## src/hdl/assert_macros.svh

```systemverilog
// ----------------------------------------------------------------------------
// assert_macros.svh
// Concurrent assertion shorthands, clocked on clk and masked during reset.
// ----------------------------------------------------------------------------
`ifndef ASSERT_MACROS_SVH
`define ASSERT_MACROS_SVH

// same-cycle implication
`define BLP_ASSERT(label, ante, cons, msg) \
	label: assert property (@(posedge clk) disable iff (!arst_n) (ante) |-> (cons)) \
		else $error(msg);

// next-cycle implication
`define BLP_ASSERT_NEXT(label, ante, cons, msg) \
	label: assert property (@(posedge clk) disable iff (!arst_n) (ante) |=> (cons)) \
		else $error(msg);

`endif

```

## src/hdl/blp_pkg.sv

```systemverilog
// ----------------------------------------------------------------------------
// blp_pkg
// Shared types and constants of the buffer pool free list.
// ----------------------------------------------------------------------------
package blp_pkg;

	localparam int ID_W           = 6;
	localparam int OUT_CNT_W      = 16;
	localparam int NUM_BUFFERS_DEF = 64;
	localparam int COUNT_BITS_DEF  = 16;

	typedef enum logic [1:0] {
		FUNC_PIN   = 2'd0,
		FUNC_UNPIN = 2'd1,
		FUNC_GET   = 2'd2,
		FUNC_NONE  = 2'd3
	} func_t;

	typedef enum logic [1:0] {
		STAT_OK        = 2'd0,
		STAT_EMPTY     = 2'd1,
		STAT_UNPINNED  = 2'd2,
		STAT_OVERFLOW  = 2'd3
	} status_t;

	typedef struct packed {
		func_t             func;
		logic [ID_W-1:0]   buffer_id;
	} req_t;

	typedef struct packed {
		status_t              status;
		logic [ID_W-1:0]      result_id;
		logic [OUT_CNT_W-1:0] pin_count;
	} rsp_t;

endpackage

```

## src/hdl/blp_ram.sv

```systemverilog
// ----------------------------------------------------------------------------
// blp_ram
// Generic simple dual-port RAM: one write port, one registered read port.
// ----------------------------------------------------------------------------
module blp_ram #(
	parameter int WIDTH = 8,
	parameter int DEPTH = 64,
	localparam int AW = $clog2(DEPTH)
) (
	input  logic             clk,
	input  logic             we,
	input  logic [AW-1:0]    waddr,
	input  logic [WIDTH-1:0] wdata,
	input  logic [AW-1:0]    raddr,
	output logic [WIDTH-1:0] rdata
);

	logic [WIDTH-1:0] mem [DEPTH];

	always_ff @(posedge clk) begin
		if (we) begin
			mem[waddr] <= wdata;
		end
		rdata <= mem[raddr];
	end

endmodule

```

## src/hdl/blp_init.sv

```systemverilog
// ----------------------------------------------------------------------------
// blp_init
// Post-reset sweep: walks every list entry and produces its initial links,
// the ring 0..N-1 with the sentinel inserted after buffer 0.
// ----------------------------------------------------------------------------
module blp_init #(
	parameter int NUM_BUFFERS = 64,
	localparam int LW = $clog2(NUM_BUFFERS + 1)
) (
	input  logic          clk,
	input  logic          arst_n,
	output logic          busy,
	output logic [LW-1:0] idx,
	output logic [LW-1:0] next_val,
	output logic [LW-1:0] prev_val
);

	localparam logic [LW-1:0] SENT = LW'(NUM_BUFFERS);
	localparam logic [LW-1:0] LAST = LW'(NUM_BUFFERS - 1);
	localparam logic [LW-1:0] ONE  = LW'(1);

	logic          busy_q;
	logic [LW-1:0] idx_q;

	always_ff @(posedge clk or negedge arst_n) begin
		if (!arst_n) begin
			busy_q <= 1'b1;
			idx_q  <= '0;
		end else if (busy_q) begin
			if (idx_q == SENT) begin
				busy_q <= 1'b0;
			end else begin
				idx_q <= idx_q + ONE;
			end
		end
	end

	always_comb begin
		priority if (idx_q == SENT) begin
			next_val = ONE;
		end else if (idx_q == '0) begin
			next_val = SENT;
		end else if (idx_q == LAST) begin
			next_val = '0;
		end else begin
			next_val = idx_q + ONE;
		end

		priority if (idx_q == SENT) begin
			prev_val = '0;
		end else if (idx_q == ONE) begin
			prev_val = SENT;
		end else if (idx_q == '0) begin
			prev_val = LAST;
		end else begin
			prev_val = idx_q - ONE;
		end
	end

	assign busy = busy_q;
	assign idx  = idx_q;

endmodule

```

## src/hdl/buffer_pool_lru_freelist.sv

```systemverilog
// ----------------------------------------------------------------------------
// buffer_pool_lru_freelist
// Pin / unpin / get-free on a doubly linked LRU free list of buffers.
// ----------------------------------------------------------------------------
// Free buffers sit on a circular doubly linked list through a sentinel head;
// next links, prev links and the {free, pin count} word of each buffer live in
// three RAMs with registered reads. After reset a clearing pass writes the
// NUM_BUFFERS+1 list entries, and requests stall until it ends. Each request
// is then read, updated and written back by a sequencer: pin, an unpin that
// does not append, out-of-range ids, the unused code and get-free on an empty
// list pass through LOOK, EVAL and DONE and return to IDLE for the next
// request. Get-free that takes a buffer and an unpin that appends to the tail
// take a longer path: get-free runs LOOK and EVAL again for a second link
// read (list head, then the head entry's links) through the single read port
// of the link RAMs, the append runs APP_A and APP_B for a second write to
// each link RAM through its single write port. A held output keeps the
// sequencer in DONE. One request is in flight at a time; the next is accepted
// while the previous result waits in the output register.
// ----------------------------------------------------------------------------
module buffer_pool_lru_freelist #(
	parameter int NUM_BUFFERS = blp_pkg::NUM_BUFFERS_DEF,
	parameter int COUNT_BITS  = blp_pkg::COUNT_BITS_DEF
) (
	input  logic          clk,
	input  logic          arst_n,
	input  logic          req_valid,
	output logic          req_stall,
	input  blp_pkg::req_t req,
	output logic          rsp_valid,
	input  logic          rsp_stall,
	output blp_pkg::rsp_t rsp
);

	import blp_pkg::*;

	localparam int LW = $clog2(NUM_BUFFERS + 1);
	localparam int IW = $clog2(NUM_BUFFERS);
	localparam int SW = COUNT_BITS + 1;
	localparam logic [LW-1:0]         SENT    = LW'(NUM_BUFFERS);
	localparam logic [COUNT_BITS-1:0] CNT_MAX = '1;
	localparam logic [COUNT_BITS-1:0] CNT_ONE = COUNT_BITS'(1);

	typedef enum logic [6:0] {
		ST_INIT  = 7'b0000001,
		ST_IDLE  = 7'b0000010,
		ST_LOOK  = 7'b0000100,
		ST_EVAL  = 7'b0001000,
		ST_APP_A = 7'b0010000,
		ST_APP_B = 7'b0100000,
		ST_DONE  = 7'b1000000
	} state_t;

	state_t state_q, state_d;

	logic          init_busy;
	logic [LW-1:0] init_idx, init_next, init_prev;

	logic          next_we, prev_we, st_we;
	logic [LW-1:0] next_waddr, next_wdata, next_raddr, next_rdata;
	logic [LW-1:0] prev_waddr, prev_wdata, prev_raddr, prev_rdata;
	logic [IW-1:0] st_waddr, st_raddr;
	logic [SW-1:0] st_wdata, st_rdata;

	func_t           func_q;
	logic [ID_W-1:0] id_q;
	logic            in_range_q;
	logic [LW-1:0]   cur_q, cur_d;
	logic [LW-1:0]   tail_q, tail_d;
	logic            hop_q, hop_d;
	rsp_t            res_q, res_d;
	rsp_t            rsp_q;
	logic            rsp_valid_q;
	logic            rsp_load;

	logic [COUNT_BITS-1:0] cnt, cnt_inc, cnt_dec;
	logic                  fr;

	blp_init #(.NUM_BUFFERS(NUM_BUFFERS)) u_init (
		.clk      (clk),
		.arst_n   (arst_n),
		.busy     (init_busy),
		.idx      (init_idx),
		.next_val (init_next),
		.prev_val (init_prev)
	);

	blp_ram #(.WIDTH(LW), .DEPTH(NUM_BUFFERS + 1)) u_next_ram (
		.clk   (clk),
		.we    (next_we),
		.waddr (next_waddr),
		.wdata (next_wdata),
		.raddr (next_raddr),
		.rdata (next_rdata)
	);

	blp_ram #(.WIDTH(LW), .DEPTH(NUM_BUFFERS + 1)) u_prev_ram (
		.clk   (clk),
		.we    (prev_we),
		.waddr (prev_waddr),
		.wdata (prev_wdata),
		.raddr (prev_raddr),
		.rdata (prev_rdata)
	);

	blp_ram #(.WIDTH(SW), .DEPTH(NUM_BUFFERS)) u_state_ram (
		.clk   (clk),
		.we    (st_we),
		.waddr (st_waddr),
		.wdata (st_wdata),
		.raddr (st_raddr),
		.rdata (st_rdata)
	);

	assign cnt     = st_rdata[COUNT_BITS-1:0];
	assign fr      = st_rdata[COUNT_BITS];
	assign cnt_inc = cnt + CNT_ONE;
	assign cnt_dec = cnt - CNT_ONE;

	assign req_stall = (state_q != ST_IDLE);
	assign rsp_load  = (state_q == ST_DONE) && (!rsp_valid_q || !rsp_stall);
	assign rsp_valid = rsp_valid_q;
	assign rsp       = rsp_q;

	always_comb begin
		state_d    = state_q;
		cur_d      = cur_q;
		hop_d      = hop_q;
		tail_d     = tail_q;
		res_d      = res_q;
		next_we    = 1'b0;
		next_waddr = cur_q;
		next_wdata = SENT;
		prev_we    = 1'b0;
		prev_waddr = cur_q;
		prev_wdata = SENT;
		st_we      = 1'b0;
		st_waddr   = IW'(cur_q);
		st_wdata   = '0;
		next_raddr = cur_q;
		prev_raddr = cur_q;
		st_raddr   = IW'(cur_q);

		unique case (state_q)
			ST_INIT: begin
				next_we    = 1'b1;
				next_waddr = init_idx;
				next_wdata = init_next;
				prev_we    = 1'b1;
				prev_waddr = init_idx;
				prev_wdata = init_prev;
				st_we      = (init_idx != SENT);
				st_waddr   = IW'(init_idx);
				st_wdata   = {1'b1, {COUNT_BITS{1'b0}}};
				if (!init_busy) begin
					state_d = ST_IDLE;
				end
			end
			ST_IDLE: begin
				if (req_valid) begin
					cur_d   = LW'(req.buffer_id);
					hop_d   = 1'b0;
					state_d = ST_LOOK;
				end
			end
			ST_LOOK: begin
				// first pass of get-free reads the list head
				if (func_q == FUNC_GET && !hop_q) begin
					next_raddr = SENT;
				end
				state_d = ST_EVAL;
			end
			ST_EVAL: begin
				// tail lookup for a possible append
				prev_raddr = SENT;
				state_d    = ST_DONE;
				unique case (func_q)
					FUNC_GET: begin
						if (!hop_q) begin
							if (32'(next_rdata) >= NUM_BUFFERS) begin
								res_d = '{STAT_EMPTY, '0, '0};
							end else begin
								cur_d   = next_rdata;
								hop_d   = 1'b1;
								state_d = ST_LOOK;
							end
						end else begin
							// unlink head: prev[n] = p, next[p] = n
							prev_we    = 1'b1;
							prev_waddr = next_rdata;
							prev_wdata = prev_rdata;
							next_we    = 1'b1;
							next_waddr = prev_rdata;
							next_wdata = next_rdata;
							st_we      = 1'b1;
							st_wdata   = {1'b0, cnt};
							res_d      = '{STAT_OK, ID_W'(cur_q), OUT_CNT_W'(cnt)};
						end
					end
					FUNC_PIN: begin
						if (!in_range_q) begin
							res_d = '{STAT_OK, id_q, '0};
						end else if (cnt == CNT_MAX) begin
							res_d = '{STAT_OVERFLOW, id_q, OUT_CNT_W'(cnt)};
						end else begin
							if (cnt == '0 && fr) begin
								prev_we    = 1'b1;
								prev_waddr = next_rdata;
								prev_wdata = prev_rdata;
								next_we    = 1'b1;
								next_waddr = prev_rdata;
								next_wdata = next_rdata;
							end
							st_we    = 1'b1;
							st_wdata = {fr && (cnt != '0), cnt_inc};
							res_d    = '{STAT_OK, id_q, OUT_CNT_W'(cnt_inc)};
						end
					end
					FUNC_UNPIN: begin
						if (!in_range_q) begin
							res_d = '{STAT_OK, id_q, '0};
						end else if (cnt == '0) begin
							res_d = '{STAT_UNPINNED, id_q, '0};
						end else begin
							st_we    = 1'b1;
							st_wdata = {fr || (cnt_dec == '0), cnt_dec};
							res_d    = '{STAT_OK, id_q, OUT_CNT_W'(cnt_dec)};
							if (cnt_dec == '0 && !fr) begin
								state_d = ST_APP_A;
							end
						end
					end
					FUNC_NONE: begin
						res_d = '{STAT_OK, id_q, in_range_q ? OUT_CNT_W'(cnt) : '0};
					end
				endcase
			end
			ST_APP_A: begin
				// prev[b] = tail, next[b] = sentinel
				prev_we    = 1'b1;
				prev_wdata = prev_rdata;
				next_we    = 1'b1;
				next_wdata = SENT;
				tail_d     = prev_rdata;
				state_d    = ST_APP_B;
			end
			ST_APP_B: begin
				// prev[sentinel] = b, next[tail] = b
				prev_we    = 1'b1;
				prev_waddr = SENT;
				prev_wdata = cur_q;
				next_we    = 1'b1;
				next_waddr = tail_q;
				next_wdata = cur_q;
				state_d    = ST_DONE;
			end
			ST_DONE: begin
				if (!rsp_valid_q || !rsp_stall) begin
					state_d = ST_IDLE;
				end
			end
			default: begin
				state_d = ST_INIT;
			end
		endcase
	end

	always_ff @(posedge clk or negedge arst_n) begin
		if (!arst_n) begin
			state_q     <= ST_INIT;
			hop_q       <= 1'b0;
			rsp_valid_q <= 1'b0;
		end else begin
			state_q <= state_d;
			hop_q   <= hop_d;
			if (rsp_load) begin
				rsp_valid_q <= 1'b1;
			end else if (!rsp_stall) begin
				rsp_valid_q <= 1'b0;
			end
		end
	end

	always_ff @(posedge clk) begin
		if (state_q == ST_IDLE && req_valid) begin
			func_q     <= req.func;
			id_q       <= req.buffer_id;
			in_range_q <= (32'(req.buffer_id) < NUM_BUFFERS);
		end
		cur_q  <= cur_d;
		tail_q <= tail_d;
		res_q  <= res_d;
		if (rsp_load) begin
			rsp_q <= res_q;
		end
	end

	`include "assert_macros.svh"

	`BLP_ASSERT(a_no_req_in_init, init_busy, req_stall, "request taken during clearing pass")
	`BLP_ASSERT_NEXT(a_done_holds, state_q == ST_DONE && rsp_valid && rsp_stall, state_q == ST_DONE, "result dropped while output full")
	`BLP_ASSERT(a_link_wr_state, (next_we || prev_we) && state_q != ST_INIT, state_q == ST_EVAL || state_q == ST_APP_A || state_q == ST_APP_B, "link write outside update states")

endmodule
```

## config.mk

```make
export PLATFORM = sky130hd
export DESIGN_NAME = buffer_pool_lru_freelist
export DESIGN_NICKNAME = d
export VERILOG_FILES = /design/src/hdl/blp_pkg.sv /design/src/hdl/blp_ram.sv /design/src/hdl/blp_init.sv /design/src/hdl/buffer_pool_lru_freelist.sv
export VERILOG_INCLUDE_DIRS = /design/src /design/src/hdl
export SDC_FILE = /design/constraint.sdc
export NUM_CORES = 2
export LEC_CHECK = 0
export BUFFER_PORTS_ARGS = -buffer_cell sky130_fd_sc_hd__buf_2
export CAP_MARGIN = 20
export CORE_UTILIZATION = 40
export DETAILED_ROUTE_END_ITERATION = 8
export PLACE_DENSITY_LB_ADDON = 0.3
export SLEW_MARGIN = 20
export SYNTH_ARGS = -nofsm -noshare
export SYNTH_HDL_FRONTEND = slang
export SYNTH_SLANG_ARGS = --single-unit
```

## constraint.sdc

```tcl
create_clock -name clk -period 19.4 [get_ports clk]
set_input_delay 0.97 -clock clk [delete_from_list [all_inputs] [get_ports clk]]
set_output_delay 0.97 -clock clk [all_outputs]
set_load 0.1 [all_outputs]
```

Word level (Yosys, flattened, before mapping)

Memories as Yosys holds them, arrays and structs flattened. A register that Yosys moved wholly into a read port is not among the register bits.
Index checks and enable logic that the tools add are counted.
W data, S select, Z words.

Logic and storage cells: 148
Bits in registers: 87
Memories: 3
Memory bits (writable): 1998
Input port bits: 12

Mux-type cells: 76
Add/sub/neg operators: 4
Equal/unequal tests: 24
Reductions and logical operators: 24
Bitwise operators: 1
Magnitude comparators: 1

Memories:

| memory          | depth | width | read ports | clocked after memory_dff | write ports | line          | text |
|---|---|---|---|---|---|---|---|
| u_state_ram.mem | 64    | 17    | 1          | 1                        | 1           | blp_ram.sv:18 | `logic [WIDTH-1:0] mem [DEPTH];` |
| u_next_ram.mem  | 65    | 7     | 1          | 1                        | 1           | blp_ram.sv:18 |  |
| u_prev_ram.mem  | 65    | 7     | 1          | 1                        | 1           | blp_ram.sv:18 |  |

Operator list:

| kind                    | number |
|---|---|
| $mux W7                 | 32 |
| $mux W24                | 4 |
| $pmux W24 S4            | 1 |
| $pmux W7 S2             | 6 |
| $pmux W7 S3             | 3 |
| $pmux W17 S3            | 1 |
| $pmux W7 S7             | 1 |
| $mux W17                | 2 |
| $pmux W17 S2            | 1 |
| $logic_not A16 Y1       | 2 |
| $pmux W7 S4             | 1 |
| $mux W1                 | 17 |
| $add A16 B1 Y16 const B | 1 |
| $eq A16 B16 Y1 const B  | 1 |
| $mux W16                | 1 |
| $reduce_bool A16 Y1     | 1 |
| $sub A16 B1 Y16 const B | 1 |
| $eq A7 B1 Y1 const B    | 2 |
| $eq A7 B6 Y1 const B    | 2 |
| $eq A7 B7 Y1 const B    | 2 |
| $ne A2 B2 Y1 const B    | 5 |
| $pmux W1 S2             | 4 |
| $add A7 B1 Y7 const B   | 1 |
| $eq A7 B2 Y1 const B    | 1 |
| other kinds (24)        | 37 |

Longest topological paths before layout

Word-level depth: 8
Mapped depth: 12

Modules after synthesis

From an unflattened synthesis, not the netlist that was laid out.

Cells, all modules: 4263
Area, all modules: 84390.9 sq um

By module, submodules not included:

| module                   | area each (sq um) | seq. area each (sq um) | cells each | instances |
|---|---|---|---|---|
| blp_ram at u_state_ram   | 42344.4           | 33011.7                | 1953       | 1 |
| blp_ram at u_prev_ram    | 17974.7           | 13803.2                | 818        | 1 |
| blp_ram at u_next_ram    | 17969.7           | 13803.2                | 818        | 1 |
| buffer_pool_lru_freelist | 5373.9            | 2328.5                 | 595        | 1 |
| blp_init                 | 728.2             | 201.4                  | 79         | 1 |

Least setup slack after synthesis

No wires, ideal clock.

Kind: reg2reg
From: register state_q[1]
To: memory u_next_ram.mem[0][4] (netlist bit) (data pin)
Period minus slack after synthesis: 6.929 ns
Path slack: 12.471 ns
Stages on the path, launching flop included: 7
Buffers on the path: 2
Data arrival time: 5.908 ns
Library setup time: 1.021 ns
Data required time: 18.379 ns
Cells stage by stage: dfrtp_1 -> buf_6 -> or4_4 -> nor2_1 -> nand2_1 -> clkbuf_1 -> o311ai_0

Longest elaborated chain between the ends: 2
Elaborated cells on any way between the ends: 4
Classes of those cells: 3 x eq/ne; 1 x mux

Ends and longest elaborated chain:

| what                                       | line                            | text |
|---|---|---|
| start, declared                            | buffer_pool_lru_freelist.sv:53  | `state_t state_q, state_d;` |
| start signal, assigned                     | buffer_pool_lru_freelist.sv:273 | `state_q <= state_d;` |
| $eq A7 B6 Y1, or another cell as far along | buffer_pool_lru_freelist.sv:143 | `unique case (state_q)` |
| $pmux W7 S3 *                              | buffer_pool_lru_freelist.sv:143 |  |
| net next_wdata[4]                          | buffer_pool_lru_freelist.sv:59  | `logic [LW-1:0] next_waddr, next_wdata, next_raddr, next_rdata;` |
| end, declared                              | blp_ram.sv:18                   |  |

Mark *: on every way through the listed nets, which the timed path passes. The rest lies on a longest branch.

Final worst setup path

From: register func_q[0]
To: memory u_next_ram.mem[43][5] (netlist bit), enable pin

Longest elaborated chain between the ends: 5
Elaborated cells on any way between the ends: 8
Classes of those cells: 1 x eq/ne; 6 x mux; 1 x reduce/logical

Ends and longest elaborated chain:

| what                                             | line                            | text |
|---|---|---|
| start, declared                                  | buffer_pool_lru_freelist.sv:64  | `func_t func_q;` |
| start signal, assigned                           | buffer_pool_lru_freelist.sv:285 | `func_q <= req.func;` |
| $eq A2 B2 Y1 or $logic_not A2 Y1 (tied branches) | buffer_pool_lru_freelist.sv:176 | `unique case (func_q)` |
| $pmux W1 S2                                      | buffer_pool_lru_freelist.sv:176 |  |
| $pmux W1 S2                                      | buffer_pool_lru_freelist.sv:143 |  |
| $mux W1                                          | blp_ram.sv:21                   | `if (we) begin` |
| $mux W1 (not written as such)                    | blp_ram.sv:22                   | `mem[waddr] <= wdata;` |

Parallel ways exist; a longest one is shown, timed or not.

==> results by group <==
Yosys
  • Post-synthesis sequential area ratio: 74.6%
  • Library cells used by synthesis: 93
  • Ys flop type: edfxtp_1
  • Post-synthesis register bit count: 2116
  • Cells after Synth: 4582
  • Post-Syn Nets: 4607
  • Post-Syn Area: 0.0847 mm^2
  • Ys async rst share: 0.803%
  • Yosys warnings: 0
  • Mean Syn Cell Area: 18.5 um^2
  • Post-synth EDFFs: 2068

Worst setup path
  • Crit Path Category: reg -> reg
  • Critical path startpoint category: flip-flop
  • Crit path max fanout: 32
  • CP required: 19.87 ns
  • Worst setup EP type: flip-flop
  • Arr. time, crit path: 5.77 ns

Pwr
  • Max VDD drop: 0.000130 V
  • Lkg Pwr: 32.5 nW
  • Sequential share of power: 50.1%
  • Psw: 2.94 mW
  • Int Power: 7.85 mW
  • Logic gate share of total power: 14.7%
  • Power per cell area: 113 mW/mm^2
  • Power Total: 10.8 mW
  • Clk network pwr share: 35.2%
  • Sw Ratio: 27.2%

Floorplan
  • # IOs: 38
  • # rows: 168
  • Die ar.: 0.214 mm^2
  • Core region area: 0.210 mm^2
  • Die width: 462 um
  • Starting density of the core: 40.3%
  • Die Ht: 462 um

STA
  • Setup TNS: 0 ns
  • Max-slew violations: 0
  • Fin crit share: 27.3%
  • Worst-Margin Slew: 1.21 ns
  • Min Hold Slack: 0.0685 ns
  • RSZ-0062 raised after global routing: no
  • Final min period: 5.30 ns
  • Fin. Hold Viols: 0
  • Fmax: 0.189 GHz
  • Worst Skew: 0.0259 ns
  • Worst relative slew slack: 19.1%
  • Final setup viols: 0

Worst hold path
  • Hold WC Path Type: in -> async

Routing
  • Vias: 46000
  • Routed WL: 229000 um
  • Total iterations of the first detailed-routing run: 9
  • Number of remaining DRC errors: 0
  • Final ANT Viol Nets: 0
  • DRT iter0 DRCs: 6258
  • WL/cell: 30.0 um
  • Vias per std cell: 6.02

Placement
  • Final HPWL DP: 137000 um
  • Placed cell areas: 0.0888 mm^2
  • Port bufs: 37
  • Post-Place Cells: 7263
  • Placer's final routability congestion estimate: 0.907

Final layout
  • Layout cells sized above 1: 21.8%
  • Most common cell after layout, fill and taps aside: edfxtp_1
  • Most frequent cells in the layout: edfxtp_1, mux4_2, nor2_1
  • Area Overhead vs Synth: 12.3%
  • Fin cells: 7642
  • Post-route cell area: 0.0951 mm^2
  • Nets: 4686

Clock network
  • Worst skew pair latency: 0.86 ns
  • Setup bufs post-CTS: 0
  • Root Driver: clkbuf_16
  • Num Clock Sinks: 2116
  • CTS Buffer Depth: 3
  • CTS resizes: 0
  • Worst-path clk slew: 0.07 ns
  • TritonCTS Buffers: 200
  • # H-tree levels: 4
  • Hold-fix buffers, CTS: 0
  • CTS tree: yes

GRT
  • Largest net degree at the start of global routing: 148
  • Number of global-route vias before repair: 44800
  • GRT Util Overall: 21.4%
  • First-pass GRT wire length: 328000 um
  • GR Overflow Total: 0
  • Initial antenna violation count: 14

Run status
  • Outcome: complete, no violations

Run
  • Max Cap Viol: 0
[cell usage after synthesis, types with 8 or more instances]
library cell	count	area, um^2
dfrtp_1	15	375
a32oi_1	10	87.6
mux4_2	421	9480
nor4_1	13	81.3
o31ai_1	19	143
inv_1	23	86.3
and3_1	19	119
ha_1	13	163
a31oi_1	35	219
a22oi_1	27	203
nor2_1	329	1230
and2_1	12	75.1
clkbuf_1	153	574
dfxtp_1	31	621
o211ai_1	29	218
o21a_1	16	120
nor3_1	43	215
a221o_1	28	280
buf_2	69	345
mux2_2	59	664
xor2_1	8	70.1
nand4_1	8	50.1
o221ai_1	33	289
mux2i_1	121	1210
edfxtp_1	2068	62100
nand3_1	65	325
a311oi_1	13	114
nand2b_1	22	138
o22ai_1	66	413
buf_1	49	184
a21oi_1	127	636
a211oi_1	27	203
xnor2_1	11	96.3
nand2_1	249	935
a221oi_1	23	201
o21ai_0	117	586
o21ai_1	10	50.1
nor2b_1	10	62.6
or3_1	13	81.3
nand3b_1	9	67.6
o311ai_0	12	105
[per-layer routing]
layer / vias to the layer above / GRT usage (%) / part of all wire [%]
li1: 19000 / - / -
met2: 2506 / 32.2 / 46
met4: 6 / 6.70 / 3.2
met1: 24000 / 30.9 / 42
met3: 431 / 4.56 / 9.6
met5: - / 0.317 / 0.050
[worst max-delay path: stages, from the launching register on]
cell and delay, ns:
edfxtp_1 0.47, inv_1 0.15, ha_1 0.18, buf_4 0.34
nand2_1 0.58, o21ai_0 0.37, o211ai_1 0.17, a221oi_1 0.76
nand3_1 0.97, nor2_1 0.91
[registers in the layout, summed over array words and instances, names as in the netlist, 17 cells and up]
register	cells
u_prev_ram.mem	455
res_q	24
u_state_ram.rdata	17
u_next_ram.mem	455
u_state_ram.mem	1088
rsp	24
[metrics by stage]
| step | utilization [%] | setup slack, ns |
|---|---|---|
| after floorplan | - | 12.47 |
| after global placement | 42.2 | 13.93 |
| after detailed placement | 42.3 | 14.11 |
| after CTS | 45.3 | 14.08 |
| after global routing | 45.3 | 13.87 |
| final | 45.3 | 14.10 |
[power by group through the flow]
stage / logic (mW) / registers, mW / clock network, mW
2_1_floorplan: 0.928 / 5.45 / 0
3_3_place_gp: 1.55 / 5.50 / 0
3_5_place_dp: 1.56 / 5.50 / 0
4_1_cts: 1.57 / 5.40 / 3.84
5_1_grt: 1.65 / 5.41 / 4.00
6_report: 1.59 / 5.41 / 3.79
[path summary, 6_finish.rpt]
| kind | slack [ns] | to | from | depth (start not counted) |
|---|---|---|---|---|
| max | 14.10 | u_next_ram.mem[43][5]$_DFFE_PP_ | func_q[0]$_DFFE_PP_ | 9 |
| min | 0.07 | rsp_valid$_DFFE_PN0P_ | arst_n | 1 |
| max reg2reg | 14.10 | u_next_ram.mem[43][5]$_DFFE_PP_ | func_q[0]$_DFFE_PP_ | 9 |
| min reg2reg | 0.42 | rsp[20]$_DFFE_PP_ | res_q[20]$_DFFE_PP_ | 0 |
| max in group asynchronous | 18.98 | u_init.busy$_DFF_PN1_ | arst_n | 1 |
| min in group clk | 0.34 | func_q[0]$_DFFE_PP_ | req[6] | 1 |
[kinds of logic after synthesis]
group / synth area share (%)
flip-flops: 74.6
AND/OR/NAND/NOR: 4.47
AO/OA/AOI/OAI: 5.70
multiplexers: 13.4
buffers and inverters: 1.45
XOR/XNOR: 0.197
adder cells (fa/ha/maj): 0.192
[layout make-up]
class                   count  area, um^2
flip-flops and latches   2116       63100
clock inverters           106         807
repair buffers            151        1120
clock buffers             266        5480
fillers                 17700      115000
well taps                2805        3510
inverters                  27         106
multi-input cells        2165       20900
diodes                      6        15.0
Power figures use the tool's default switching activity.
